File: src/design/cau_pkg.sv
// Shared widths, item types and a helper function for the complex arithmetic unit.
package cau_pkg;

    // Operand format
    localparam int DW = 32;             // width of one operand part
    localparam int FW = 16;             // fraction bits
    localparam int PW = 2 * DW;         // width of one product
    localparam int SW = 2 * DW + 1;     // width of a sum of two products
    localparam int RW = 2 * DW;         // divisor and remainder width
    localparam int QB = DW + 1;         // quotient bits worked out per part
    localparam int NW = SW + FW;        // width of a shifted numerator magnitude
    localparam int TW = NW - QB;        // numerator bits above the quotient bits

    // Saturation limits at sum width
    localparam logic signed [SW-1:0] SAT_HI = {{(SW - DW + 1){1'b0}}, {(DW - 1){1'b1}}};
    localparam logic signed [SW-1:0] SAT_LO = {{(SW - DW + 1){1'b1}}, {(DW - 1){1'b0}}};

    typedef enum logic [1:0] {
        OP_ADD = 2'd0,
        OP_SUB = 2'd1,
        OP_MUL = 2'd2,
        OP_DIV = 2'd3
    } t_op;

    typedef struct packed {
        t_op                    opcode;
        logic signed [DW-1:0]   a_re;
        logic signed [DW-1:0]   a_im;
        logic signed [DW-1:0]   b_re;
        logic signed [DW-1:0]   b_im;
    } t_in_item;

    typedef struct packed {
        logic signed [DW-1:0]   res_re;
        logic signed [DW-1:0]   res_im;
        logic                   overflow;
        logic                   div_by_zero;
    } t_out_item;

    typedef struct packed {
        logic                   ovf;
        logic signed [DW-1:0]   val;
    } t_sat;

    // Item as it travels through the divider stages
    typedef struct packed {
        logic                   is_div;
        logic                   dbz;
        logic                   dovf_re;
        logic                   dovf_im;
        logic                   neg_re;
        logic                   neg_im;
        logic [RW-1:0]          rem_re;
        logic [RW-1:0]          rem_im;
        logic [QB-1:0]          nlo_re;
        logic [QB-1:0]          nlo_im;
        logic [QB-1:0]          q_re;
        logic [QB-1:0]          q_im;
        logic [RW-1:0]          den;
        logic signed [DW-1:0]   pre_re;
        logic signed [DW-1:0]   pre_im;
        logic                   pre_ovf;
    } t_div_item;

    // Clamp a wide signed value to the operand range
    function automatic t_sat sat(input logic signed [SW-1:0] v);
        t_sat s;
        if (v > SAT_HI) begin
            s.ovf = 1'b1;
            s.val = SAT_HI[DW-1:0];
        end else if (v < SAT_LO) begin
            s.ovf = 1'b1;
            s.val = SAT_LO[DW-1:0];
        end else begin
            s.ovf = 1'b0;
            s.val = v[DW-1:0];
        end
        return s;
    endfunction

endpackage

File: src/design/cau_back.sv
// Output stage: sign, saturate and select the final result.
module cau_back (
    input  logic                i_clk,
    input  logic                i_rst_n,
    input  logic                i_valid,
    input  cau_pkg::t_div_item  i_data,
    output logic                o_ready,
    output logic                o_valid,
    output cau_pkg::t_out_item  o_data,
    input  logic                i_ready
);

    localparam int SW = cau_pkg::SW;
    localparam int QB = cau_pkg::QB;

    logic               r_v;
    cau_pkg::t_out_item r_d, n_d;
    logic               w_rdy;
    cau_pkg::t_sat      w_re, w_im;

    assign w_rdy   = !r_v || i_ready;
    assign o_ready = w_rdy;
    assign o_valid = r_v;
    assign o_data  = r_d;

    // Turn a quotient magnitude into a saturated signed part
    function automatic cau_pkg::t_sat part(input logic neg, input logic dovf,
                                           input logic [QB-1:0] q);
        cau_pkg::t_sat       s;
        logic signed [SW-1:0] v;
        v = SW'(q);
        if (neg) v = -v;
        if (dovf) begin
            s.ovf = 1'b1;
            s.val = neg ? cau_pkg::SAT_LO[cau_pkg::DW-1:0] : cau_pkg::SAT_HI[cau_pkg::DW-1:0];
        end else begin
            s = cau_pkg::sat(v);
        end
        return s;
    endfunction

    always_comb begin
        w_re = part(i_data.neg_re, i_data.dovf_re, i_data.q_re);
        w_im = part(i_data.neg_im, i_data.dovf_im, i_data.q_im);
        if (!i_data.is_div) begin
            n_d.res_re      = i_data.pre_re;
            n_d.res_im      = i_data.pre_im;
            n_d.overflow    = i_data.pre_ovf;
            n_d.div_by_zero = 1'b0;
        end else if (i_data.dbz) begin
            n_d.res_re      = '0;
            n_d.res_im      = '0;
            n_d.overflow    = 1'b0;
            n_d.div_by_zero = 1'b1;
        end else begin
            n_d.res_re      = w_re.val;
            n_d.res_im      = w_im.val;
            n_d.overflow    = w_re.ovf || w_im.ovf;
            n_d.div_by_zero = 1'b0;
        end
    end

    always_ff @(posedge i_clk) begin
        if (!i_rst_n) begin
            r_v <= 1'b0;
        end else if (w_rdy) begin
            r_v <= i_valid;
        end
    end

    always_ff @(posedge i_clk) begin
        if (w_rdy && i_valid) r_d <= n_d;
    end

endmodule

File: config.mk
export PLATFORM = sky130hd
export DESIGN_NAME = cau_back
export DESIGN_NICKNAME = d
export VERILOG_FILES = /design/src/design/cau_pkg.sv /design/src/design/cau_back.sv
export SDC_FILE = /design/constraint.sdc
export NUM_CORES = 1
export LEC_CHECK = 0
export BUFFER_PORTS_ARGS = -buffer_cell sky130_fd_sc_hd__clkbuf_2
export CAP_MARGIN = 5
export CORE_AREA = 4 4 181 183
export CTS_BUF_LIST = sky130_fd_sc_hd__clkbuf_4 sky130_fd_sc_hd__clkbuf_8 sky130_fd_sc_hd__clkbuf_16
export CTS_CLUSTER_SIZE = 24
export DETAILED_ROUTE_END_ITERATION = 7
export DIE_AREA = 0 0 185 187
export GPL_ROUTABILITY_DRIVEN = 0
export HOLD_SLACK_MARGIN = 0.03
export PLACE_DENSITY = 0.44
export SYNTH_ARGS = -nofsm -noshare
export SYNTH_HDL_FRONTEND = slang
export SYNTH_SLANG_ARGS = --single-unit
File: constraint.sdc
create_clock -name i_clk -period 4 [get_ports i_clk]
set_input_delay 0.6 -clock i_clk [delete_from_list [all_inputs] [get_ports i_clk]]
set_output_delay 0.6 -clock i_clk [all_outputs]
set_load 0.03 [all_outputs]
==> out/results.txt, run 1 <==
slowest CP cell -> or4b_1
# IOs -> 467
worst clock skew -> 7.278 ps
status -> finished, final reports clean
Max FO, Critical Path -> 31
DRT Pass-1 Iters -> 4
1st-iter DRT viols -> 176
Peak VDD IR -> 0.0001689 V
Int Pwr -> 1.515 mW
die footprint -> 0.03460 mm²
largest net degree at the start of global routing -> 67
vias in the first global route -> 4662
PD cells -> 325.3 mW/mm²
WL per Instance -> 18.43 µm
power consumption -> 2.255 mW
Finished Cell Area -> 0.006933 mm²
max-slew violation count -> 0
CTS Hold Buffers Added -> 0
Cells after DPL -> 1066
Main synth FF type -> edfxtp_1
fmax -> 285.3 MHz
fraction of layout cells with a size suffix above 1 -> 47.06%
Hold Crit Class -> in2reg
maxcap violations -> 0
Min-Delay Endpoint -> o_valid
Pleak -> 2.916 nW
Synth Instances -> 470
Reg2Reg Depth -> 2
worst hold stages -> 2
most frequent cell after synthesis -> inv_1
setup ws final -> 495.1 ps
Global Route Usage Sum -> 11.31%
via count -> 4539
die width -> 185 µm
CP Data Required Time -> 4070 ps
Worst Setup Path Type -> in2reg
synthesis-stage register bit count -> 67
hpwl dp -> 15690 µm
ant diodes -> 0
row count -> 65
CTS Buf Count -> 9
total routed wirelength -> 19940 µm
Switch Pwr -> 0.7404 mW
Clock power frac -> 35.7%
# clock sinks -> 67
Area Overhead vs Synth -> 35.64%
setup slack, reg-to-reg -> 2330 ps
Initial Util -> 16.37%
Worst slew margin -> 31.40%
crit start category -> input port
Avg Cell Area, Syn -> 10.87 µm²
worst slew pin tran -> 1029 ps
later-pin clock latency in the skew report -> 350 ps
Post-synth EDFFs -> 66
drt drc -> 0
area leader, netlist -> edfxtp_1
DP Worst Slack -> 173.5 ps
final core utilization -> 22.20%
grt ovf -> 0
crit-path max cell delay -> 490 ps
Switching Share -> 32.83%
Synth top area share -> 38.78%
# fillers -> 3484
htree depth -> 3
top cells by area, synth -> edfxtp_1, o221ai_2, xor2_1
antenna violations before repair -> 0
Synth top cells by count -> inv_1, edfxtp_1, o221ai_2
Worst Hold Slack -> 487.0 ps
CP cell instances -> clkbuf_2, inv_1, ha_1, or4b_1, nor4_2, nand4_1, nor3_1, ha_1, inv_1, nand4_1, a2bb2oi_1, o31ai_4, buf_12, o221ai_2
Setup TNS Final -> 0 ps
Clock Tree Buf Depth -> 2
CP Data Arrival Time -> 3570 ps
worst r2r src -> o_valid
register clock-pin slew on the reported worst setup and hold paths -> 60 ps
period utilization -> 87.62%
first-pass GRT wire length -> 29370 µm
Flop pwr share -> 38.2%
DP Area -> 0.006650 mm²
post-CTS setup repair buffer count -> 0
Core ar. -> 0.03123 mm²
Root Buffer -> clkbuf_16
Worst Min Path Start -> i_rst_n
ANT nets after route -> 0
Setup crit end kind -> flip-flop
register area share after synthesis -> 39.17%
RSZ-0062 raised after global routing -> no
Final Critical Period -> 3505 ps
CTS tree -> built
cts repair resizes -> 0
share of synthesized registers carrying an async set or reset -> 0%
Synth Cell Area -> 0.005111 mm²
fin nets -> 1078
Final Hold Vio Count -> 0
# port buffers -> 208
Comb power frac -> 26.1%
Reg-to-Reg End -> o_data[1]
Non-Filler Instances -> 1082
vias per inst -> 4.195
Final Setup Violations -> 0
library cells used by synthesis -> 62
synth warn -> 0
Net Count, Synth -> 873
die height -> 187 µm
## flip-flops by register name, summed over array words and instances (netlist names)
name,count
o_data,66
o_valid,1
## critical path: cells and delay by family
kind            cells  cell delay, ps
fa+ha+maj           2             460
compound gates      3             560
buf+inv             4             550
simple gates        5            1340
## logic make-up (layout without fill, tap and decap cells)
logic type / after synthesis / count (layout) / synth area share [%]
and+or+nand+nor: 110 / 110 / 13.37
xor gates and xnor gates: 59 / 59 / 10.11
DFF: 67 / 67 / 39.17
muxes: 2 / 2 / 0.4161
AOI/OAI and AO/OA: 127 / 127 / 27.20
adders and majority gates: 4 / 4 / 0.9792
buffers and inverters: 101 / 311 / 8.764
## power groups by stage
stage	clock network [mW]	registers (mW)	logic (mW)
final	0.804	0.862	0.588
after CTS	0.836	0.864	0.600
after global routing	0.863	0.868	0.644
after floorplan	0	0.990	0.247
after detailed placement	0	0.876	0.598
after global placement	0	0.876	0.599
## placed cells by master (no fill, tap or decap), types with 5 or more instances in the layout
cell type	netlist	layout
clkbuf_2	0	207
inv_1	73	73
edfxtp_1	66	66
o221ai_2	59	59
xor2_1	54	54
nand2_1	30	30
o31ai_1	21	21
o21ai_0	17	17
nor2_1	11	11
buf_4	0	11
clkbuf_16	0	9
or4_1	7	7
nand3_1	7	7
nor4_1	6	6
nor3_1	6	6
o41ai_1	6	6
nand2b_1	6	6
xnor2_1	5	5
a21oi_1	5	5
## area by class of cell
type | instances | area (µm²) | area share, %
clock inverter | 3 | 15.01 | 0.2166
multi-input combinational | 302 | 2673 | 38.55
inverter | 73 | 274.0 | 3.952
sequential | 67 | 2002 | 28.88
clock buffer | 13 | 267.8 | 3.862
tap | 402 | 503.0 | 7.255
timing repair buffer | 222 | 1199 | 17.29
## how the worst max path moves through the flow
| stage | depth (start not counted) | endpoint | start |
|---|---|---|---|
| after CTS | 13 | o_data[18] | i_data[129] |
| after floorplan | 13 | o_data[23] | i_data[129] |
| final | 14 | o_data[18] | i_data[129] |
| after detailed placement | 14 | o_data[18] | i_data[129] |
| after global routing | 13 | o_data[18] | i_data[129] |
| after global placement | 14 | o_data[18] | i_data[129] |
## per-layer routing
| metal | track usage, % | part of all wire, % | up-vias |
|---|---|---|---|
| li1 | - | - | 2198 |
| met1 | 13.73 | 42 | 2137 |
| met2 | 16.23 | 40 | 191 |
| met3 | 8.479 | 16 | 13 |
| met4 | 2.061 | 0.86 | 0 |
| met5 | 0 | 0 | - |
No activity file was read; power rests on OpenSTA's default activity.
==> run 2, diff against run 1 <==
--- a/config.mk
+++ b/config.mk
@@ -7,11 +7,11 @@
 export LEC_CHECK = 0
 export BUFFER_PORTS_ARGS = -buffer_cell sky130_fd_sc_hd__clkbuf_2
 export CAP_MARGIN = 5
-export CORE_AREA = 4 4 181 183
+export CORE_AREA = 2 2 179 181
 export CTS_BUF_LIST = sky130_fd_sc_hd__clkbuf_4 sky130_fd_sc_hd__clkbuf_8 sky130_fd_sc_hd__clkbuf_16
 export CTS_CLUSTER_SIZE = 24
 export DETAILED_ROUTE_END_ITERATION = 7
-export DIE_AREA = 0 0 185 187
+export DIE_AREA = 0 0 181 183
 export GPL_ROUTABILITY_DRIVEN = 0
 export HOLD_SLACK_MARGIN = 0.03
 export PLACE_DENSITY = 0.44
==> constraint.sdc (replaced) <==
create_clock -name i_clk -period 4 [get_ports i_clk]
set_input_delay 0.6 -clock i_clk [delete_from_list [all_inputs] [get_ports i_clk]]
set_output_delay 0.6 -clock i_clk [all_outputs]
set_load 0.005 [all_outputs]
==> out/results.txt, run 2 (synthesis gave the netlist of run 1 again) <==
post-CTS setup repair buffer count -> 0 (unchanged)
commonest non-fill, non-tap cell in the layout -> clkbuf_2
Worst slew margin -> 32.84% (+1.4 points)
# port buffers -> 208 (unchanged)
GR peak layer -> met2
1st-iter DRT viols -> 169 (-4.0%)
Hold Crit Class -> in2reg
DP Worst Slack -> 130.6 ps (-42.88 ps)
Setup crit end kind -> flip-flop
most frequent cells in the layout -> clkbuf_2, inv_1, edfxtp_1
first-pass GRT wire length -> 29550 µm (+0.63%)
htree depth -> 3 (unchanged)
CTS Buf Count -> 9 (unchanged)
antenna violations before repair -> 0 (unchanged)
cts repair resizes -> 0 (unchanged)
max-slew violation count -> 0 (unchanged)
DRT Pass-1 Iters -> 5 (+1)
worst path buffer plus inverter count -> 4 (unchanged)
Finished Cell Area -> 0.006998 mm² (+0.94%)
drt drc -> 0 (unchanged)
# clock sinks -> 67 (unchanged)
# fillers -> 3494 (+0.29%)
status -> finished, final reports clean
M1 GR Usage -> 14.63% (+0.90 points)
later-pin clock latency in the skew report -> 340 ps (about the same)
maxcap violations -> 0 (unchanged)
die height -> 183 µm (-2.1%)
Final Critical Period -> 3432 ps (-72.63 ps)
grt ovf -> 0 (unchanged)
register clock-pin slew on the reported worst setup and hold paths -> 60 ps (about the same)
Worst Hold Slack -> 493.1 ps (+6.084 ps)
DP Area -> 0.006658 mm² (+0.11%)
die footprint -> 0.03312 mm² (-4.3%)
fin nets -> 1079 (+0.093%)
vias per inst -> 4.155 (-0.95%)
fraction of layout cells with a size suffix above 1 -> 46.99% (-0.069 points)
CP Data Required Time -> 4060 ps (about the same)
vias in the first global route -> 4623 (-0.84%)
Peak VDD IR -> 0.0001597 V (-5.4%)
Root Buffer -> clkbuf_16
setup ws final -> 567.7 ps (+72.63 ps)
Clock Tree Buf Depth -> 2 (unchanged)
Pleak -> 2.937 nW (+0.74%)
Final Hold Vio Count -> 0 (unchanged)
crit-path max cell delay -> 490 ps (about the same)
Worst Setup Path Type -> in2reg
via count -> 4500 (-0.86%)
fmax -> 291.3 MHz (+2.1%)
slowest CP cell -> or4b_1
total routed wirelength -> 20040 µm (+0.52%)
GR Util met2 -> 17.75% (+1.5 points)
multi-input logic area -> 0.002673 mm² (unchanged)
CTS Hold Buffers Added -> 0 (unchanged)
FF+latch area -> 0.002002 mm² (unchanged)
die width -> 181 µm (-2.2%)
hpwl dp -> 15880 µm (+1.2%)
largest net degree at the start of global routing -> 67 (unchanged)
CTS tree -> built
max FFs per register -> 66 (unchanged)
RSZ-0062 raised after global routing -> no
worst slew pin tran -> 1007 ps (-21.55 ps)
Area Overhead vs Synth -> 36.92%
crit start category -> input port
ant diodes -> 0 (unchanged)
final core utilization -> 22.41% (+0.21 points)
ANT nets after route -> 0 (unchanged)
WL per Instance -> 18.51 µm (+0.43%)
Final Setup Violations -> 0 (unchanged)
PD cells -> 330.2 mW/mm² (+1.5%)
Max FO, Critical Path -> 31 (unchanged)
Global Route Usage Sum -> 12.04% (+0.73 points)
CP Data Arrival Time -> 3490 ps (-80 ps)
met3 usage -> 7.963% (-0.52 points)
CP cell instances -> clkbuf_2, inv_1, ha_1, or4b_1, nor4_2, nand4_1, nor3_1, ha_1, inv_1, nand4_1, a2bb2oi_1, o31ai_4, buf_12, o221ai_2
Top delay family on crit path -> simple AND/OR/NAND/NOR gates
Setup TNS Final -> 0 ps (unchanged)
row count -> 65 (unchanged)
Core ar. -> 0.03123 mm² (unchanged)
period utilization -> 85.81% (-1.8 points)
# IOs -> 467 (unchanged)
Initial Util -> 16.37% (unchanged)
worst clock skew -> 9.240 ps (+1.963 ps)
run 2: cell types whose count changed in the layout (fill, tap and decap cells not counted), sizes merged:
cell and delta:
clkbuf -4, inv +1, clkinvlp +1, bufinv +3
clkinv -1, buf +1
run 2: area by class of cell:
class | instances | share of cell area [%]
inverter | 73 | 3.916
clock buffer | 9 | 3.218
clock inverter | 7 | 1.645
multi-input combinational | 302 | 38.19
sequential | 67 | 28.61
timing repair buffer | 223 | 17.24
tap | 402 | 7.188
run 2: path summary, 6_finish.rpt:
path         slack [ps]         from  cells after the start    endpoint
max                 570  i_data[129]                     14  o_data[12]
min                 490      i_rst_n                      2     o_valid
max reg2reg        2350      o_valid                      2   o_data[1]
min reg2reg         540      o_valid                      2     o_valid
run 2: where the power goes:
group | internal (mW) | leakage (nW) | total, mW | switching [mW]
clock | 0.609 | 0.163 | 0.961 | 0.352
sequential | 0.845 | 0.660 | 0.863 | 0.0172
combinational | 0.204 | 2.11 | 0.488 | 0.284
run 2: routing by layer:
layer	up-vias	wire length, µm
met5	-	0
met4	0	190
met3	11	2981
met2	187	8339
met1	2093	8531
li1	2209	-
run 2: through the flow:
stage | total power [mW] | cells
finish | 2.311 | 1083
CTS | 2.363 | 1083
global route | 2.424 | 1083
global placement | 1.377 | 1067
floorplan | 1.129 | 470
detailed placement | 1.376 | 1067
==> run 3, diff against run 2 <==
==> constraint.sdc (replaced) <==
create_clock -name i_clk -period 3.4 [get_ports i_clk]
set_input_delay 0.51 -clock i_clk [delete_from_list [all_inputs] [get_ports i_clk]]
set_output_delay 0.51 -clock i_clk [all_outputs]
set_load 0.005 [all_outputs]
==> out/results.txt, run 3 (synthesis gave the netlist of run 1 again) <==
worst hold stages -> 2 (unchanged)
Switch Pwr -> 0.7613 mW (+17%)
RSZ-0062 raised after global routing -> no
met1 WL -> 8778 µm (+2.9%)
DP Area -> 0.006943 mm² (+4.3%)
vias in the first global route -> 4974 (+7.6%)
period utilization -> 95.46%
Core ar. -> 0.03123 mm² (unchanged)
Global Route Usage Sum -> 12.49% (+0.45 points)
status -> finished, final reports clean
# IOs -> 467 (unchanged)
first-pass GRT wire length -> 30810 µm (+4.3%)
final core utilization -> 23.39% (+0.98 points)
max layer used -> met4
later-pin clock latency in the skew report -> 350 ps (about the same)
CP Data Arrival Time -> 3310 ps (-180 ps)
largest net degree at the start of global routing -> 67 (unchanged)
Comb power frac -> 23.9% (+2.8 points)
CTS tree -> built
ant diodes -> 0 (unchanged)
commonest non-fill, non-tap cell in the layout -> clkbuf_2
Pleak -> 3.136 nW (+6.8%)
Clock Tree Buf Depth -> 2 (unchanged)
max-slew violation count -> 0 (unchanged)
row count -> 65 (unchanged)
antenna violations before repair -> 1 (+1)
# port buffers -> 208 (unchanged)
hpwl dp -> 16410 µm (+3.3%)
met2 wire length -> 8675 µm (+4.0%)
DRT Pass-1 Iters -> 4 (-1)
Final Hold Vio Count -> 0 (unchanged)
die width -> 181 µm (unchanged)
Peak VDD IR -> 0.0002008 V (+26%)
# fillers -> 3518 (+0.69%)
1st-iter DRT viols -> 179 (+5.9%)
most frequent cells in the layout -> clkbuf_2, inv_1, edfxtp_1
Root Buffer -> clkbuf_16
ANT nets after route -> 0 (unchanged)
power consumption -> 2.557 mW (+11%)
drt drc -> 0 (unchanged)
Reg-to-Reg End -> o_data[62]
Setup crit start -> i_data[162]
die footprint -> 0.03312 mm² (unchanged)
PD cells -> 350.1 mW/mm² (+6.0%)
Cells after DPL -> 1105 (+3.6%)
Worst Min Path Start -> i_rst_n
register clock-pin slew on the reported worst setup and hold paths -> 60 ps (about the same)
vias per inst -> 4.172 (+0.42%)
Clock power frac -> 36.4% (-5.2 points)
# clock sinks -> 67 (unchanged)
worst slew pin tran -> 1010 ps (+2.847 ps)
Flop pwr share -> 39.7% (+2.4 points)
Worst Setup Path Type -> in2reg
Hold Crit Class -> in2reg
routed wl met3 -> 3047 µm (+2.2%)
fmax -> 308.1 MHz
Max FO, Critical Path -> 31 (unchanged)
grt ovf -> 0 (unchanged)
Setup crit end kind -> flip-flop
CTS Buf Count -> 9 (unchanged)
Finished Cell Area -> 0.007303 mm² (+4.4%)
Min-Delay Endpoint -> o_valid
setup slack, reg-to-reg -> 1750 ps (-600 ps)
crit start category -> input port
maxcap violations -> 0 (unchanged)
via count -> 4694 (+4.3%)
Switching Share -> 29.77% (+1.5 points)
fin nets -> 1121 (+3.9%)
Worst slew margin -> 32.65% (-0.19 points)
fraction of layout cells with a size suffix above 1 -> 51.18% (+4.2 points)
Area Overhead vs Synth -> 42.89%
Initial Util -> 16.37% (unchanged)
worst r2r src -> o_valid
Non-Filler Instances -> 1125 (+3.9%)
die height -> 183 µm (unchanged)
Final Setup Violations -> 0 (unchanged)
Int Pwr -> 1.796 mW (+8.3%)
htree depth -> 3 (unchanged)
max FFs per register -> 66 (unchanged)
CP Data Required Time -> 3460 ps (-600 ps)
WL per Instance -> 18.37 µm (-0.72%)
Reg2Reg Depth -> 2 (unchanged)
worst clock skew -> 9.845 ps (+0.6044 ps)
total routed wirelength -> 20670 µm (+3.1%)
Final Critical Period -> 3246 ps
CTS Hold Buffers Added -> 0 (unchanged)
-- run 3: through the flow --
step | worst slack, ps | setup TNS, ps | hold slack (ps)
finish | 154.3 | 0 | 397.6
global route | 20.95 | 0 | 397.2
CTS | 93.71 | 0 | 376.8
detailed placement | -269.0 | -12680 | 534.2
global placement | -274.2 | -13190 | 524.2
floorplan | 158.5 | 0 | 536.6
-- run 3: layout make-up --
cell class	count	area [µm²]	area share, %
sequential	67	2002	27.41
clock buffer	13	261.5	3.581
clock inverter	3	15.01	0.2056
tap	402	503.0	6.887
multi-input combinational	302	2705	37.04
inverter	73	274.0	3.752
timing repair buffer	265	1543	21.12
-- run 3: worst max-delay path, stage by stage --
cell      delay [ps]
clkbuf_2         100
inv_1             70
ha_1             170
or3b_2           510
nor4_4           260
buf_4            160
nand3_1          100
nor2_1           130
ha_1             270
o31a_1           360
o211ai_4         210
buf_12           240
o221ai_2         160
-- run 3: worst max path at each step --
| stage | endpoint | slack, ps | depth (start not counted) |
|---|---|---|---|
| finish | o_data[52] | 150 | 13 |
| global placement | o_data[18] | -270 | 14 |
| CTS | o_data[18] | 90 | 15 |
| floorplan | o_data[23] | 160 | 13 |
| global route | o_data[18] | 20 | 16 |
| detailed placement | o_data[18] | -270 | 15 |
-- run 3: metal layers --
metal | track usage (%) | vias up
li1 | - | 2283
met1 | 15.05 | 2216
met2 | 18.77 | 187
met3 | 8.002 | 8
met4 | 2.537 | 0
met5 | 0 | -
-- run 3: repair_timing --
action                                  in CTS  in global routing
gates resized for setup                      0                  9
endpoints found under the setup margin       0                 32
setup buffers                                0                  3
-- run 3: power groups by stage --
stage                     Clock (mW)  Sequential (mW)  Combinational, mW
after floorplan                    0             1.04              0.290
after global placement             0             1.03              0.614
after detailed placement           0             1.03              0.615
after CTS                      0.974             1.02              0.619
after global routing           0.998             1.02              0.678
final                          0.931             1.01              0.611
