<file path="src/design/cau_pkg.sv">
// Shared widths, item types and a helper function for the complex arithmetic unit.
package cau_pkg;

    // Operand format
    localparam int DW = 32;             // width of one operand part
    localparam int FW = 16;             // fraction bits
    localparam int PW = 2 * DW;         // width of one product
    localparam int SW = 2 * DW + 1;     // width of a sum of two products
    localparam int RW = 2 * DW;         // divisor and remainder width
    localparam int QB = DW + 1;         // quotient bits worked out per part
    localparam int NW = SW + FW;        // width of a shifted numerator magnitude
    localparam int TW = NW - QB;        // numerator bits above the quotient bits

    // Saturation limits at sum width
    localparam logic signed [SW-1:0] SAT_HI = {{(SW - DW + 1){1'b0}}, {(DW - 1){1'b1}}};
    localparam logic signed [SW-1:0] SAT_LO = {{(SW - DW + 1){1'b1}}, {(DW - 1){1'b0}}};

    typedef enum logic [1:0] {
        OP_ADD = 2'd0,
        OP_SUB = 2'd1,
        OP_MUL = 2'd2,
        OP_DIV = 2'd3
    } t_op;

    typedef struct packed {
        t_op                    opcode;
        logic signed [DW-1:0]   a_re;
        logic signed [DW-1:0]   a_im;
        logic signed [DW-1:0]   b_re;
        logic signed [DW-1:0]   b_im;
    } t_in_item;

    typedef struct packed {
        logic signed [DW-1:0]   res_re;
        logic signed [DW-1:0]   res_im;
        logic                   overflow;
        logic                   div_by_zero;
    } t_out_item;

    typedef struct packed {
        logic                   ovf;
        logic signed [DW-1:0]   val;
    } t_sat;

    // Item as it travels through the divider stages
    typedef struct packed {
        logic                   is_div;
        logic                   dbz;
        logic                   dovf_re;
        logic                   dovf_im;
        logic                   neg_re;
        logic                   neg_im;
        logic [RW-1:0]          rem_re;
        logic [RW-1:0]          rem_im;
        logic [QB-1:0]          nlo_re;
        logic [QB-1:0]          nlo_im;
        logic [QB-1:0]          q_re;
        logic [QB-1:0]          q_im;
        logic [RW-1:0]          den;
        logic signed [DW-1:0]   pre_re;
        logic signed [DW-1:0]   pre_im;
        logic                   pre_ovf;
    } t_div_item;

    // Clamp a wide signed value to the operand range
    function automatic t_sat sat(input logic signed [SW-1:0] v);
        t_sat s;
        if (v > SAT_HI) begin
            s.ovf = 1'b1;
            s.val = SAT_HI[DW-1:0];
        end else if (v < SAT_LO) begin
            s.ovf = 1'b1;
            s.val = SAT_LO[DW-1:0];
        end else begin
            s.ovf = 1'b0;
            s.val = v[DW-1:0];
        end
        return s;
    endfunction

endpackage

</file>
<file path="src/design/cau_div_stage.sv">
// One restoring-division step for both quotient parts.
module cau_div_stage (
    input  logic                i_clk,
    input  logic                i_rst_n,
    input  logic                i_valid,
    input  cau_pkg::t_div_item  i_data,
    output logic                o_ready,
    output logic                o_valid,
    output cau_pkg::t_div_item  o_data,
    input  logic                i_ready
);

    localparam int RW = cau_pkg::RW;
    localparam int QB = cau_pkg::QB;

    logic               r_v;
    cau_pkg::t_div_item r_d, n_d;
    logic               w_rdy;
    logic [RW:0]        w_t_re, w_t_im, w_dd;
    logic               w_ge_re, w_ge_im;

    assign w_rdy   = !r_v || i_ready;
    assign o_ready = w_rdy;
    assign o_valid = r_v;
    assign o_data  = r_d;

    // Shift in the next numerator bit, subtract the divisor where it fits
    always_comb begin
        w_dd    = {1'b0, i_data.den};
        w_t_re  = {i_data.rem_re, i_data.nlo_re[QB-1]};
        w_t_im  = {i_data.rem_im, i_data.nlo_im[QB-1]};
        w_ge_re = (w_t_re >= w_dd);
        w_ge_im = (w_t_im >= w_dd);

        n_d        = i_data;
        n_d.rem_re = w_ge_re ? RW'(w_t_re - w_dd) : w_t_re[RW-1:0];
        n_d.rem_im = w_ge_im ? RW'(w_t_im - w_dd) : w_t_im[RW-1:0];
        n_d.nlo_re = i_data.nlo_re << 1;
        n_d.nlo_im = i_data.nlo_im << 1;
        n_d.q_re   = {i_data.q_re[QB-2:0], w_ge_re};
        n_d.q_im   = {i_data.q_im[QB-2:0], w_ge_im};
    end

    always_ff @(posedge i_clk) begin
        if (!i_rst_n) begin
            r_v <= 1'b0;
        end else if (w_rdy) begin
            r_v <= i_valid;
        end
    end

    always_ff @(posedge i_clk) begin
        if (w_rdy && i_valid) r_d <= n_d;
    end

    // Remainder of a live division stays below the divisor
    a_rem_re: assert property (@(posedge i_clk) disable iff (!i_rst_n)
        r_v && r_d.is_div && !r_d.dbz && !r_d.dovf_re |-> r_d.rem_re < r_d.den)
        else $error("real remainder not below divisor");
    a_rem_im: assert property (@(posedge i_clk) disable iff (!i_rst_n)
        r_v && r_d.is_div && !r_d.dbz && !r_d.dovf_im |-> r_d.rem_im < r_d.den)
        else $error("imaginary remainder not below divisor");
    // Divisor travels unchanged through the step
    a_den_hold: assert property (@(posedge i_clk) disable iff (!i_rst_n)
        w_rdy && i_valid |=> r_d.den == $past(i_data.den))
        else $error("divisor changed in divider step");

endmodule

</file>
<file path="config.mk">
export PLATFORM = sky130hd
export DESIGN_NAME = cau_div_stage
export DESIGN_NICKNAME = d
export VERILOG_FILES = /design/src/design/cau_pkg.sv /design/src/design/cau_div_stage.sv
export SDC_FILE = /design/constraint.sdc
export NUM_CORES = 1
export LEC_CHECK = 0
export BUFFER_PORTS_ARGS = -buffer_cell sky130_fd_sc_hd__buf_2
export CAP_MARGIN = 20
export CORE_AREA = 2 2 309 311
export CTS_CLUSTER_DIAMETER = 150
export DETAILED_ROUTE_END_ITERATION = 8
export DIE_AREA = 0 0 311 313
export SYNTH_ARGS = -nofsm -noshare
export SYNTH_HDL_FRONTEND = slang
export SYNTH_SLANG_ARGS = --single-unit
</file>
<file path="constraint.sdc">
create_clock -name i_clk -period 14.47 [get_ports i_clk]
set_clock_uncertainty 0.1 [all_clocks]
set_input_delay 0.7235 -clock i_clk [delete_from_list [all_inputs] [get_ports i_clk]]
set_output_delay 0.7235 -clock i_clk [all_outputs]
set_load 0.005 [all_outputs]
</file>
==> metrics.md, run 1 <==
| Metric | Value |
|---|---|
| CTS resizes | 0 |
| Hold slack | ~0.15 ns |
| Die width | between 300 and 400 microns |
| Met3 usage | under 10% |
| Area of the multi-input gates | ~9000 sq um |
| Synth Register Bits | between 300 and 400 |
| Number of I/O pins | ~800 |
| Max-cap viol count | 0 |
| Post CTS Setup Buffer Count | 0 |
| Row Count | 113 |
| Initial drt markers | 1287 |
| Worst reg2reg path startpoint | o_valid |
| # clock sinks | ~390 |
| Final setup violation count | 0 |
| Worst path max stage delay | around 0.76 ns |
| Routed wire length | around 110 mm |
| Crit share post-route | about a third |
| Clock tree buffer depth | 3 |
| Die ar. | about 97000 sq um |
| Critical path required time | about 15 ns |
| Status | finished, final reports clean |
| RSZ-0062 raised after global routing | no |
| Effective utilization at floorplan | between 20% and 30% |
| Share of the synthesized area in the top cell type | approximately 55% |
| Max-slew violations | 0 |
| Distinct cell type count after synthesis | 81 |
| Top cell by count, worst path | inv_1 |
| Synthesized area | roughly 22000 sq um |
| Crit path launch type | input port |
| Final #Nets | around 3.2k |
| Peak supply drop | around 0.000079 V |
| Finished Layout Cells | a little under 4k |
| # fillers | between 9k and 10k |
| GR peak layer | met2 |
| Final hold vios | 0 |
| Critical path cell sequence | buf_2 > inv_1 > ha_1 > a21oi_1 > nand2_1 > a221oi_1 > a211oi_1 > a221o_1 > o2111ai_1 > and3b_4 > buf_4 > inv_1 > mux2_2 |
| CP startpoint | i_data[88] |
| Ys async rst share | 0% |
| Area of the core | between 90000 and 100000 sq um |
| Synth area leaders | edfxtp_1 55%, ha_1 7.4%, mux2_4 4.1% |
| Top FF cell, synth | edfxtp_1 |
| Pleak | ~0.012 uW |
| Cts-stage hold buffer count | 0 |
| Biggest area consumer among synthesized cells | edfxtp_1 |
| Routed WL per cell | 26.8 microns |
| Worst slew pin tran | between 1 and 1.5 ns |
| Cells after Synth | between 1.5k and 2k |
| Reg area | about 12000 sq um |
| Total CTS buffers | 51 |
| Startpoint of the worst hold path | i_data[24] |
| Vias in the first global route | between 15k and 20k |
| CTS clk-pin slew, worst paths | ~0.07 ns |
| Yosys warning count | 0 |
| Utilization after layout | between 30% and 40% |
| Relative slew slack | around a third |
| Register area share after synthesis | a little over half |
| Port-buffer cells | 791 |
| Fmax | approximately 0.20 GHz |
| CP max FO | between 60 and 70 |
| Final min period | ~5.0 ns |
| M1 GR Usage | between 20% and 30% |
| Crit end category | flop |
| Initial antenna violation count | 55 |
| Post-DRT Antenna Nets | 0 |
| First-pass GRT wire length | approximately 140 mm |
| Pwr Density | 126 nW/um^2 |
| Root buf cell | clkbuf_16 |
| Vias | approximately 18k |
| Mean Syn Cell Area | around 12 sq um |
| M2 GR Usage | between 30% and 40% |
| Final GP Congestion | 0.880 |
| WP buf/inv | 4 |
| Initial DRT Pass Iterations | 5 |
| Area growth syn-to-layout | 33.0% |
| Largest net degree at the start of global routing | about 160 |
| Critical path's slowest cell | a221oi_1 |
| Die H | 313 microns |
| Hold Path Class | in -> reg |
| H-tree lvl count | 2 |
| Post-synth EDFFs | between 300 and 400 |
| Arr. time, crit path | around 5.3 ns |
| Total global-route track usage | between 20% and 30% |
| CTS tree | built |
| Worst skew pair latency | between 0.6 and 0.7 ns |
| CP Class | in -> reg |
| DPL Wire Length | 89.0 mm |
| Power consumption | approximately 3600 uW |
| Vias/cell | 4.64 |
| Total negative slack | 0 ns |
| Share of cells above drive strength 1 | ~36% |
| Number of remaining DRC errors | 0 |
| Worst path top cell family by delay | compound AO/OA/AOI/OAI gates |
| Grt total ovfl | 0 |
| Placed instance count | 3856 |
-- cell usage in the layout, fill, tap and decap left out, drive strengths merged, types with 5 or more instances in the layout --
| cell type | netlist | routed |
|---|---|---|
| buf | 20 | 799 |
| edfxtp | 393 | 393 |
| nand2 | 183 | 183 |
| a21oi | 171 | 171 |
| o21ai | 152 | 152 |
| ha | 128 | 128 |
| inv | 112 | 117 |
| nor2 | 91 | 91 |
| xnor2 | 76 | 76 |
| mux2 | 66 | 66 |
| clkbuf | 51 | 57 |
| a21o | 45 | 45 |
| nand4 | 44 | 44 |
| o21bai | 39 | 39 |
| xor2 | 38 | 38 |
| nor3 | 29 | 29 |
| nand3 | 21 | 21 |
| clkinv | 0 | 21 |
| o21a | 14 | 14 |
| a211oi | 14 | 14 |
| o211ai | 12 | 12 |
| nand2b | 11 | 11 |
| bufinv | 0 | 11 |
| nor2b | 10 | 10 |
| a31oi | 10 | 10 |
| and3 | 10 | 10 |
| and2 | 10 | 10 |
| nor4 | 9 | 9 |
| or3 | 9 | 9 |
| a21boi | 8 | 8 |
| o31ai | 8 | 8 |
| diode | 0 | 7 |
| o41ai | 5 | 5 |
-- metal layers --
| layer | vias up | wire length [microns] |
|---|---|---|
| li1 | 8556 | - |
| met1 | 8923 | 38300 |
| met2 | 693 | 56800 |
| met3 | 146 | 7720 |
| met4 | 42 | 2920 |
| met5 | - | 279 |
-- through the flow --
stage | setup WS, ns | instance area (sq um)
3_3_place_gp | 8.71 | 26800
2_1_floorplan | 3.79 | 21600
6_report | 9.45 | 28700
3_5_place_dp | 8.66 | 26800
4_1_cts | 9.36 | 28700
5_1_grt | 9.15 | 28700
-- cells by family after synthesis --
kind of cell / count (synthesis) / synth area share [%]
AOI/OAI and AO/OA: 526 / 15.1
xor gates and xnor gates: 114 / 4.62
adders and majority gates: 130 / 7.60
buffers and inverters: 183 / 3.79
DFF: 394 / 54.7
muxes: 68 / 4.56
other: 1 / 0.0174
and+or+nand+nor: 446 / 9.62
-- cells in the mapped netlist, drive strengths merged, types with 9 or more instances --
library cell	count
edfxtp	393
nand2	183
a21oi	171
o21ai	152
ha	128
inv	112
nor2	91
xnor2	76
mux2	66
clkbuf	51
a21o	45
nand4	44
o21bai	39
xor2	38
nor3	29
nand3	21
buf	20
a211oi	14
o21a	14
o211ai	12
nand2b	11
a31oi	10
and2	10
and3	10
nor2b	10
nor4	9
or3	9
-- where the power goes --
group          leakage, uW  total (uW)  internal (uW)  switching [uW]
logic              0.00751         774            315             458
clock network     0.000905        1440            863             573
registers          0.00381        1410           1380            25.9
-- registers in the layout, indices dropped and copies added, names as in the netlist --
name     cells
o_data     393
o_valid      1
-- worst reg2reg max path, cell delays in order, from the launching register on --
cell	delay, ns
dfxtp_1	0.32
nand2b_1	0.11
and2_4	0.74
buf_4	0.83
buf_12	0.67
-- cell type report --
| cell class | count | share of cell area (%) |
|---|---|---|
| sequential | 394 | 41.1 |
| multi-input combinational | 1286 | 31.3 |
| timing repair buffer | 800 | 14.0 |
| tap | 1265 | 5.51 |
| clock buffer | 56 | 4.58 |
| clock inverter | 40 | 1.92 |
| inverter | 112 | 1.49 |
| antenna | 7 | 0.0610 |
-- worst paths after layout --
path | cells after the start | slack (ns) | to
worst max-delay path | 13 | 9.45 | o_data[380]
worst min-delay path | 1 | 0.15 | o_data[24]
worst max register to register | 4 | 11.05 | o_data[112]
worst min register to register | 2 | 0.46 | o_valid
Note: power is estimated with default switching activity, not from simulation.
==> inputs of run 2 (changes only) <==
clock period = 4.96 ns   (was 14.47 ns; I/O delays follow)
==> metrics.md, run 2 (synthesized netlist as in run 1, its figures left out) <==
| Metric | Value |
|---|---|
| Finished Layout Cells | 4395 (+11%) |
| Routed WL per cell | 24.8 microns (-7.5%) |
| Total negative slack | 0 ns (unchanged) |
| # fillers | 9561 (-3.3%) |
| Critical path cell sequence | dlygate4sd3_1 > buf_2 > inv_1 > ha_1 > and2b_1 > o21bai_4 > a311oi_2 > o21ai_2 > a211oi_2 > buf_4 > o211ai_1 > a2111o_1 > a21oi_2 > o31ai_4 > inv_8 > buf_12 > mux2_4 |
| Max-cap viol count | 0 (unchanged) |
| Die ar. | 97300 sq um (unchanged) |
| Relative slew slack | 40.2% (+8.3 points) |
| Post-DRT Antenna Nets | 0 (unchanged) |
| DPL Wire Length | 88.5 mm (-0.50%) |
| Root buf cell | clkbuf_16 |
| Routed wire length | 109 mm (+2.6%) |
| WP buf/inv | 6 (+2) |
| Post CTS Setup Buffer Count | 0 (unchanged) |
| Worst skew pair latency | 0.63 ns (about the same) |
| Total global-route track usage | 21.5% (+0.63 points) |
| CTS resizes | 0 (unchanged) |
| Number of I/O pins | 796 (unchanged) |
| H-tree lvl count | 2 (unchanged) |
| CP Class | in -> reg |
| Vias | 19.9k (+8.3%) |
| First-pass GRT wire length | 150 mm (+5.3%) |
| Port-buffer cells | 791 (unchanged) |
| Crit path launch type | input port |
| Fmax | around 0.23 GHz |
| Status | finished, final reports clean |
| Critical path required time | 5.25 ns (-9.52 ns) |
| Area growth syn-to-layout | 52.2% |
| Pwr Density | 321 nW/um^2 (+150%) |
| Grt total ovfl | 0 (unchanged) |
| Reg2Reg Capture Point | o_data[310] |
| Final GP Congestion | 0.906 (+2.9%) |
| Effective utilization at floorplan | 22.9% (unchanged) |
| Most common cell after layout, fill and taps aside | buf_2 |
| Final #Nets | 3603 (+14%) |
| Number of remaining DRC errors | 0 (unchanged) |
| Hold Path Class | in -> reg |
| Hold EP | o_data[386] |
| Crit end category | flop |
| Setup WS pre-CTS | 0.497 ns (-8.16 ns) |
| R2R setup slack | 2.70 ns (-8.35 ns) |
| Worst slew pin tran | 0.896 ns (-0.124 ns) |
| Post-route worst setup slack | 0.632 ns (-8.82 ns) |
| Final min period | approximately 4.3 ns |
| Placed instance count | 3893 (+0.96%) |
| Largest net degree at the start of global routing | 89 (-44%) |
| Worst path max stage delay | 0.55 ns (-0.21 ns) |
| Total CTS buffers | 51 (unchanged) |
| Final setup violation count | 0 (unchanged) |
| Row Count | 113 (unchanged) |
| Crit share post-route | between 80% and 90% |
| RSZ-0062 raised after global routing | no |
| Die H | 313 microns (unchanged) |
| CTS tree | built |
| Vias in the first global route | 20.1k (+13%) |
| Initial antenna violation count | 22 (-60%) |
| Max-slew violations | 0 (unchanged) |
| Worst reg2reg path startpoint | o_valid |
| Final instance area | 32900 sq um (+14%) |
| Worst path top cell family by delay | compound AO/OA/AOI/OAI gates |
| R2R depth | 3 (-1) |
| Area of the core | 94200 sq um (unchanged) |
| Pleak | 0.0140 uW (+14%) |
| Initial DRT Pass Iterations | 5 (unchanged) |
| Critical path's slowest cell | a2111o_1 |
| Share of cells above drive strength 1 | 32.3% (-3.9 points) |
| Commonest non-fill, non-tap cells in the layout | 791 x buf_2, 393 x dlygate4sd3_1, 393 x edfxtp_1 |
| CP max FO | 18 (-74%) |
| Cts-stage hold buffer count | 393 (+393) |
| Power consumption | 10600 uW (+190%) |
| Die width | 311 microns (unchanged) |
| Placement Cell Area | 27200 sq um (+1.4%) |
| Startpoint of the worst hold path | i_data[388] |
| Worst Hold Depth | 3 (+2) |
| Initial drt markers | 1407 (+9.3%) |
| Vias/cell | 4.53 (-2.4%) |
| Final hold vios | 0 (unchanged) |
| Arr. time, crit path | 4.62 ns (-0.70 ns) |
| CTS clk-pin slew, worst paths | 0.06 ns (about the same) |
| Peak supply drop | 0.000200 V (+150%) |
| Clock tree buffer depth | 3 (unchanged) |
| # clock sinks | 394 (unchanged) |
| Max reg flops | 393 (unchanged) |
-- run 2: worst max-delay path by stage --
stage          slack (ns)          end  cells past startpoint        from
6_report             0.63  o_data[287]                     17  i_data[66]
5_1_grt              0.54  o_data[292]                     17  i_data[68]
4_1_cts              0.66  o_data[273]                     17  i_data[66]
3_5_place_dp         0.50  o_data[301]                     16  i_data[66]
3_3_place_gp         0.56  o_data[286]                     16  i_data[66]
2_1_floorplan        1.23    o_data[0]                      2     o_valid
-- run 2: power breakdown --
group | total (uW) | switching (uW) | internal, uW
clock network | 3860 | 1620 | 2240
logic | 2580 | 1410 | 1160
registers | 4120 | 88.3 | 4040
total | 10600 | 3120 | 7440
-- run 2: cell type report --
class | instances | area, sq um | area share [%]
tap | 1265 | 1580 | 4.81
clock buffer | 58 | 1320 | 4.03
antenna | 17 | 42.5 | 0.129
inverter | 112 | 428 | 1.30
timing repair buffer | 1229 | 8330 | 25.3
multi-input combinational | 1286 | 8980 | 27.3
sequential | 394 | 11800 | 36.0
clock inverter | 34 | 374 | 1.14
-- run 2: worst min-delay path: stages --
cell and delay [ns]:
buf_2 0.09, a2111o_1 0.16, a22o_1 0.17
-- run 2: per-stage QoR --
step           util (%)  hold WS [ns]
6_report           34.9        0.0612
5_1_grt            34.9        0.0459
3_5_place_dp       28.9         0.326
2_1_floorplan         -         0.247
3_3_place_gp       28.9         0.325
4_1_cts            34.9        0.0246
-- run 2: layer usage --
layer / routed length [microns] / vias to the layer above / share of wire [%] / global-route usage, %
met5: 66 / - / 0.061 / 0
met4: 4610 / 10 / 4.2 / 8.32
met3: 5990 / 138 / 5.5 / 4.38
met2: 57000 / 729 / 52 / 40.1
met1: 41200 / 9599 / 38 / 24.0
li1: - / 9415 / - / -
==> inputs of run 3 (changes only) <==
clock period = 4.2 ns   (was 4.96 ns; I/O delays follow)
==> metrics.md, run 3 (synthesized netlist as in run 1, its figures left out) <==
| Metric | Value |
|---|---|
| Status | finished, final reports clean |
| Initial antenna violation count | 20 (-9.1%) |
| Max-slew violations | 0 (unchanged) |
| M2 GR Usage | 39.9% (-0.23 points) |
| Worst reg2reg path startpoint | o_valid |
| Crit path launch type | input port |
| Die H | 313 microns (unchanged) |
| Hold Path Class | in -> reg |
| Number of I/O pins | 796 (unchanged) |
| Commonest non-fill, non-tap cells in the layout | 791 x buf_2, 393 x dlygate4sd3_1, 393 x edfxtp_1 |
| CP startpoint | i_data[75] |
| Routed WL per cell | 24.7 microns (-0.21%) |
| Final GP Congestion | 0.906 (about the same) |
| Vias in the first global route | 20.4k (+1.5%) |
| Total CTS buffers | 49 (-3.9%) |
| Clock tree buffer depth | 3 (unchanged) |
| CP Class | in -> reg |
| Pleak | 0.0141 uW (+0.90%) |
| Post-DRT Antenna Nets | 0 (unchanged) |
| Crit end category | flop |
| Area of the core | 94200 sq um (unchanged) |
| Worst slew pin tran | 0.815 ns (-0.0815 ns) |
| Worst Setup EP | o_data[323] |
| RSZ-0062 raised after global routing | no |
| Clock share of power | 35.1% (-1.5 points) |
| M1 GR Usage | 23.8% (-0.15 points) |
| Crit share post-route | 95.4% |
| Critical path required time | 4.48 ns (-0.77 ns) |
| Fmax | about 0.25 GHz |
| Root buf cell | clkbuf_16 |
| Met3 usage | 4.34% (-0.040 points) |
| CTS tree | built |
| Initial DRT Pass Iterations | 5 (unchanged) |
| Final #Nets | 3638 (+0.97%) |
| Sw Share | 29.4% (-0.13 points) |
| Final setup violation count | 0 (unchanged) |
| Number of remaining DRC errors | 0 (unchanged) |
| CP max FO | 4 (-14) |
| Final hold vios | 0 (unchanged) |
| Area growth syn-to-layout | 52.9% |
| Post CTS Setup Buffer Count | 0 (unchanged) |
| Largest net degree at the start of global routing | 87 (-2.2%) |
| Peak supply drop | 0.000259 V (+30%) |
| R2R setup slack | 1.96 ns (-0.74 ns) |
| Worst skew pair latency | 0.63 ns (about the same) |
| CTS clk-pin slew, worst paths | 0.06 ns (about the same) |
| H-tree lvl count | 2 (unchanged) |
| Reg power frac | 39.6% (+0.6 points) |
| Arr. time, crit path | 4.28 ns (-0.34 ns) |
| Hold slack | 0.138 ns (+0.0767 ns) |
| GR peak layer | met2 |
| # clock sinks | 394 (unchanged) |
| Relative slew slack | 45.5% (+5.3 points) |
| Final min period | ~4 ns |
| Die ar. | 97300 sq um (unchanged) |
| Total global-route track usage | 21.6% (+0.044 points) |
| Max reg flops | 393 (unchanged) |
| Routed wire length | 109 mm (+0.26%) |
| Row Count | 113 (unchanged) |
| Max-cap viol count | 0 (unchanged) |
| Internal power | 8670 uW (+17%) |
| P_sw | 3620 uW (+16%) |
| Total negative slack | 0 ns (unchanged) |
| Initial drt markers | 1423 (+1.1%) |
| Share of cells above drive strength 1 | 32.7% (+0.40 points) |
| Comb pwr share | 25.2% (+0.8 points) |
| Final instance area | 33000 sq um (+0.49%) |
| Port-buffer cells | 791 (unchanged) |
| DPL Wire Length | 89.1 mm (+0.67%) |
| Most common cell after layout, fill and taps aside | buf_2 |
| First-pass GRT wire length | 150 mm (+0.44%) |
| Reg2Reg Capture Point | o_data[302] |
| Die width | 311 microns (unchanged) |
| Grt total ovfl | 0 (unchanged) |
| Vias/cell | 4.58 (+1.3%) |
| Utilization after layout | 35.1% (+0.17 points) |
| Pwr Density | 372 nW/um^2 (+16%) |
| Placement Cell Area | 27500 sq um (+1.1%) |
| R2R depth | 3 (unchanged) |
| Effective utilization at floorplan | 22.9% (unchanged) |
| Vias | 20.2k (+1.7%) |
## run 3: cell count changes in the layout (fill, tap and decap cells not counted), moves of 3 or more
cell | previous run | this run
diode_2 | 17 | 6
buf_4 | 37 | 72
clkinv_2 | 14 | 6
clkinv_1 | 5 | 8
clkbuf_1 | 6 | 12
## run 3: through the flow
stage	setup slack, ns	cells	total power, uW
global placement	0.0349	3930	7710
finish	0.193	4416	12300
CTS	0.120	4410	12400
global route	0.0273	4414	12800
detailed placement	-0.000421	3930	7720
floorplan	0.471	1863	6450
## run 3: how the worst min path moves through the flow
stage / slack, ns / depth (start not counted) / startpoint / endpoint
3_3_place_gp: 0.29 / 1 / i_data[218] / o_data[219]
5_1_grt: 0.14 / 4 / i_data[372] / o_data[373]
3_5_place_dp: 0.29 / 1 / i_data[211] / o_data[212]
4_1_cts: 0.10 / 4 / i_data[372] / o_data[373]
2_1_floorplan: 0.21 / 0 / i_data[0] / o_data[0]
6_report: 0.14 / 4 / i_data[372] / o_data[373]
## run 3: area by class of cell
class / count / area (sq um)
fillers: 9532 / 61100
flip-flops and latches: 394 / 11800
multi-input cells: 1286 / 8990
repair buffers: 1266 / 8630
well taps: 1265 / 1580
clock buffers: 62 / 1300
inverters: 112 / 428
clock inverters: 25 / 278
diodes: 6 / 15.0
## run 3: per-layer routing
metal / wire length (microns) / up-vias / share of wire, %
met5: 138 / - / 0.13
met4: 5390 / 20 / 4.9
met3: 5520 / 165 / 5.1
met2: 56600 / 723 / 52
met1: 41500 / 9863 / 38
li1: - / 9466 / -
## run 3: worst max-delay path: stages
cell,delay (ns)
dlygate4sd3_1,0.53
buf_2,0.11
inv_1,0.06
ha_1,0.36
nand2_1,0.16
nor3_1,0.45
o221ai_1,0.40
buf_4,0.25
a21o_1,0.27
a21oi_1,0.54
o21ai_0,0.20
nand3_1,0.21
o21ai_0,0.13
xnor2_1,0.14
mux2_4,0.25
## run 3: power groups by stage
stage	Clock (uW)	Combinational, uW	Sequential, uW
2_1_floorplan	0	1460	4990
3_3_place_gp	0	2770	4940
3_5_place_dp	0	2770	4940
4_1_cts	4430	3120	4870
5_1_grt	4540	3350	4900
6_report	4320	3100	4870
## run 3: what timing repair did
item                                    in CTS  in global routing
resized for setup                            0                  1
endpoints found under the setup margin       0                 27
hold buffers                               393                  0
endpoints found under the hold margin      391                  0
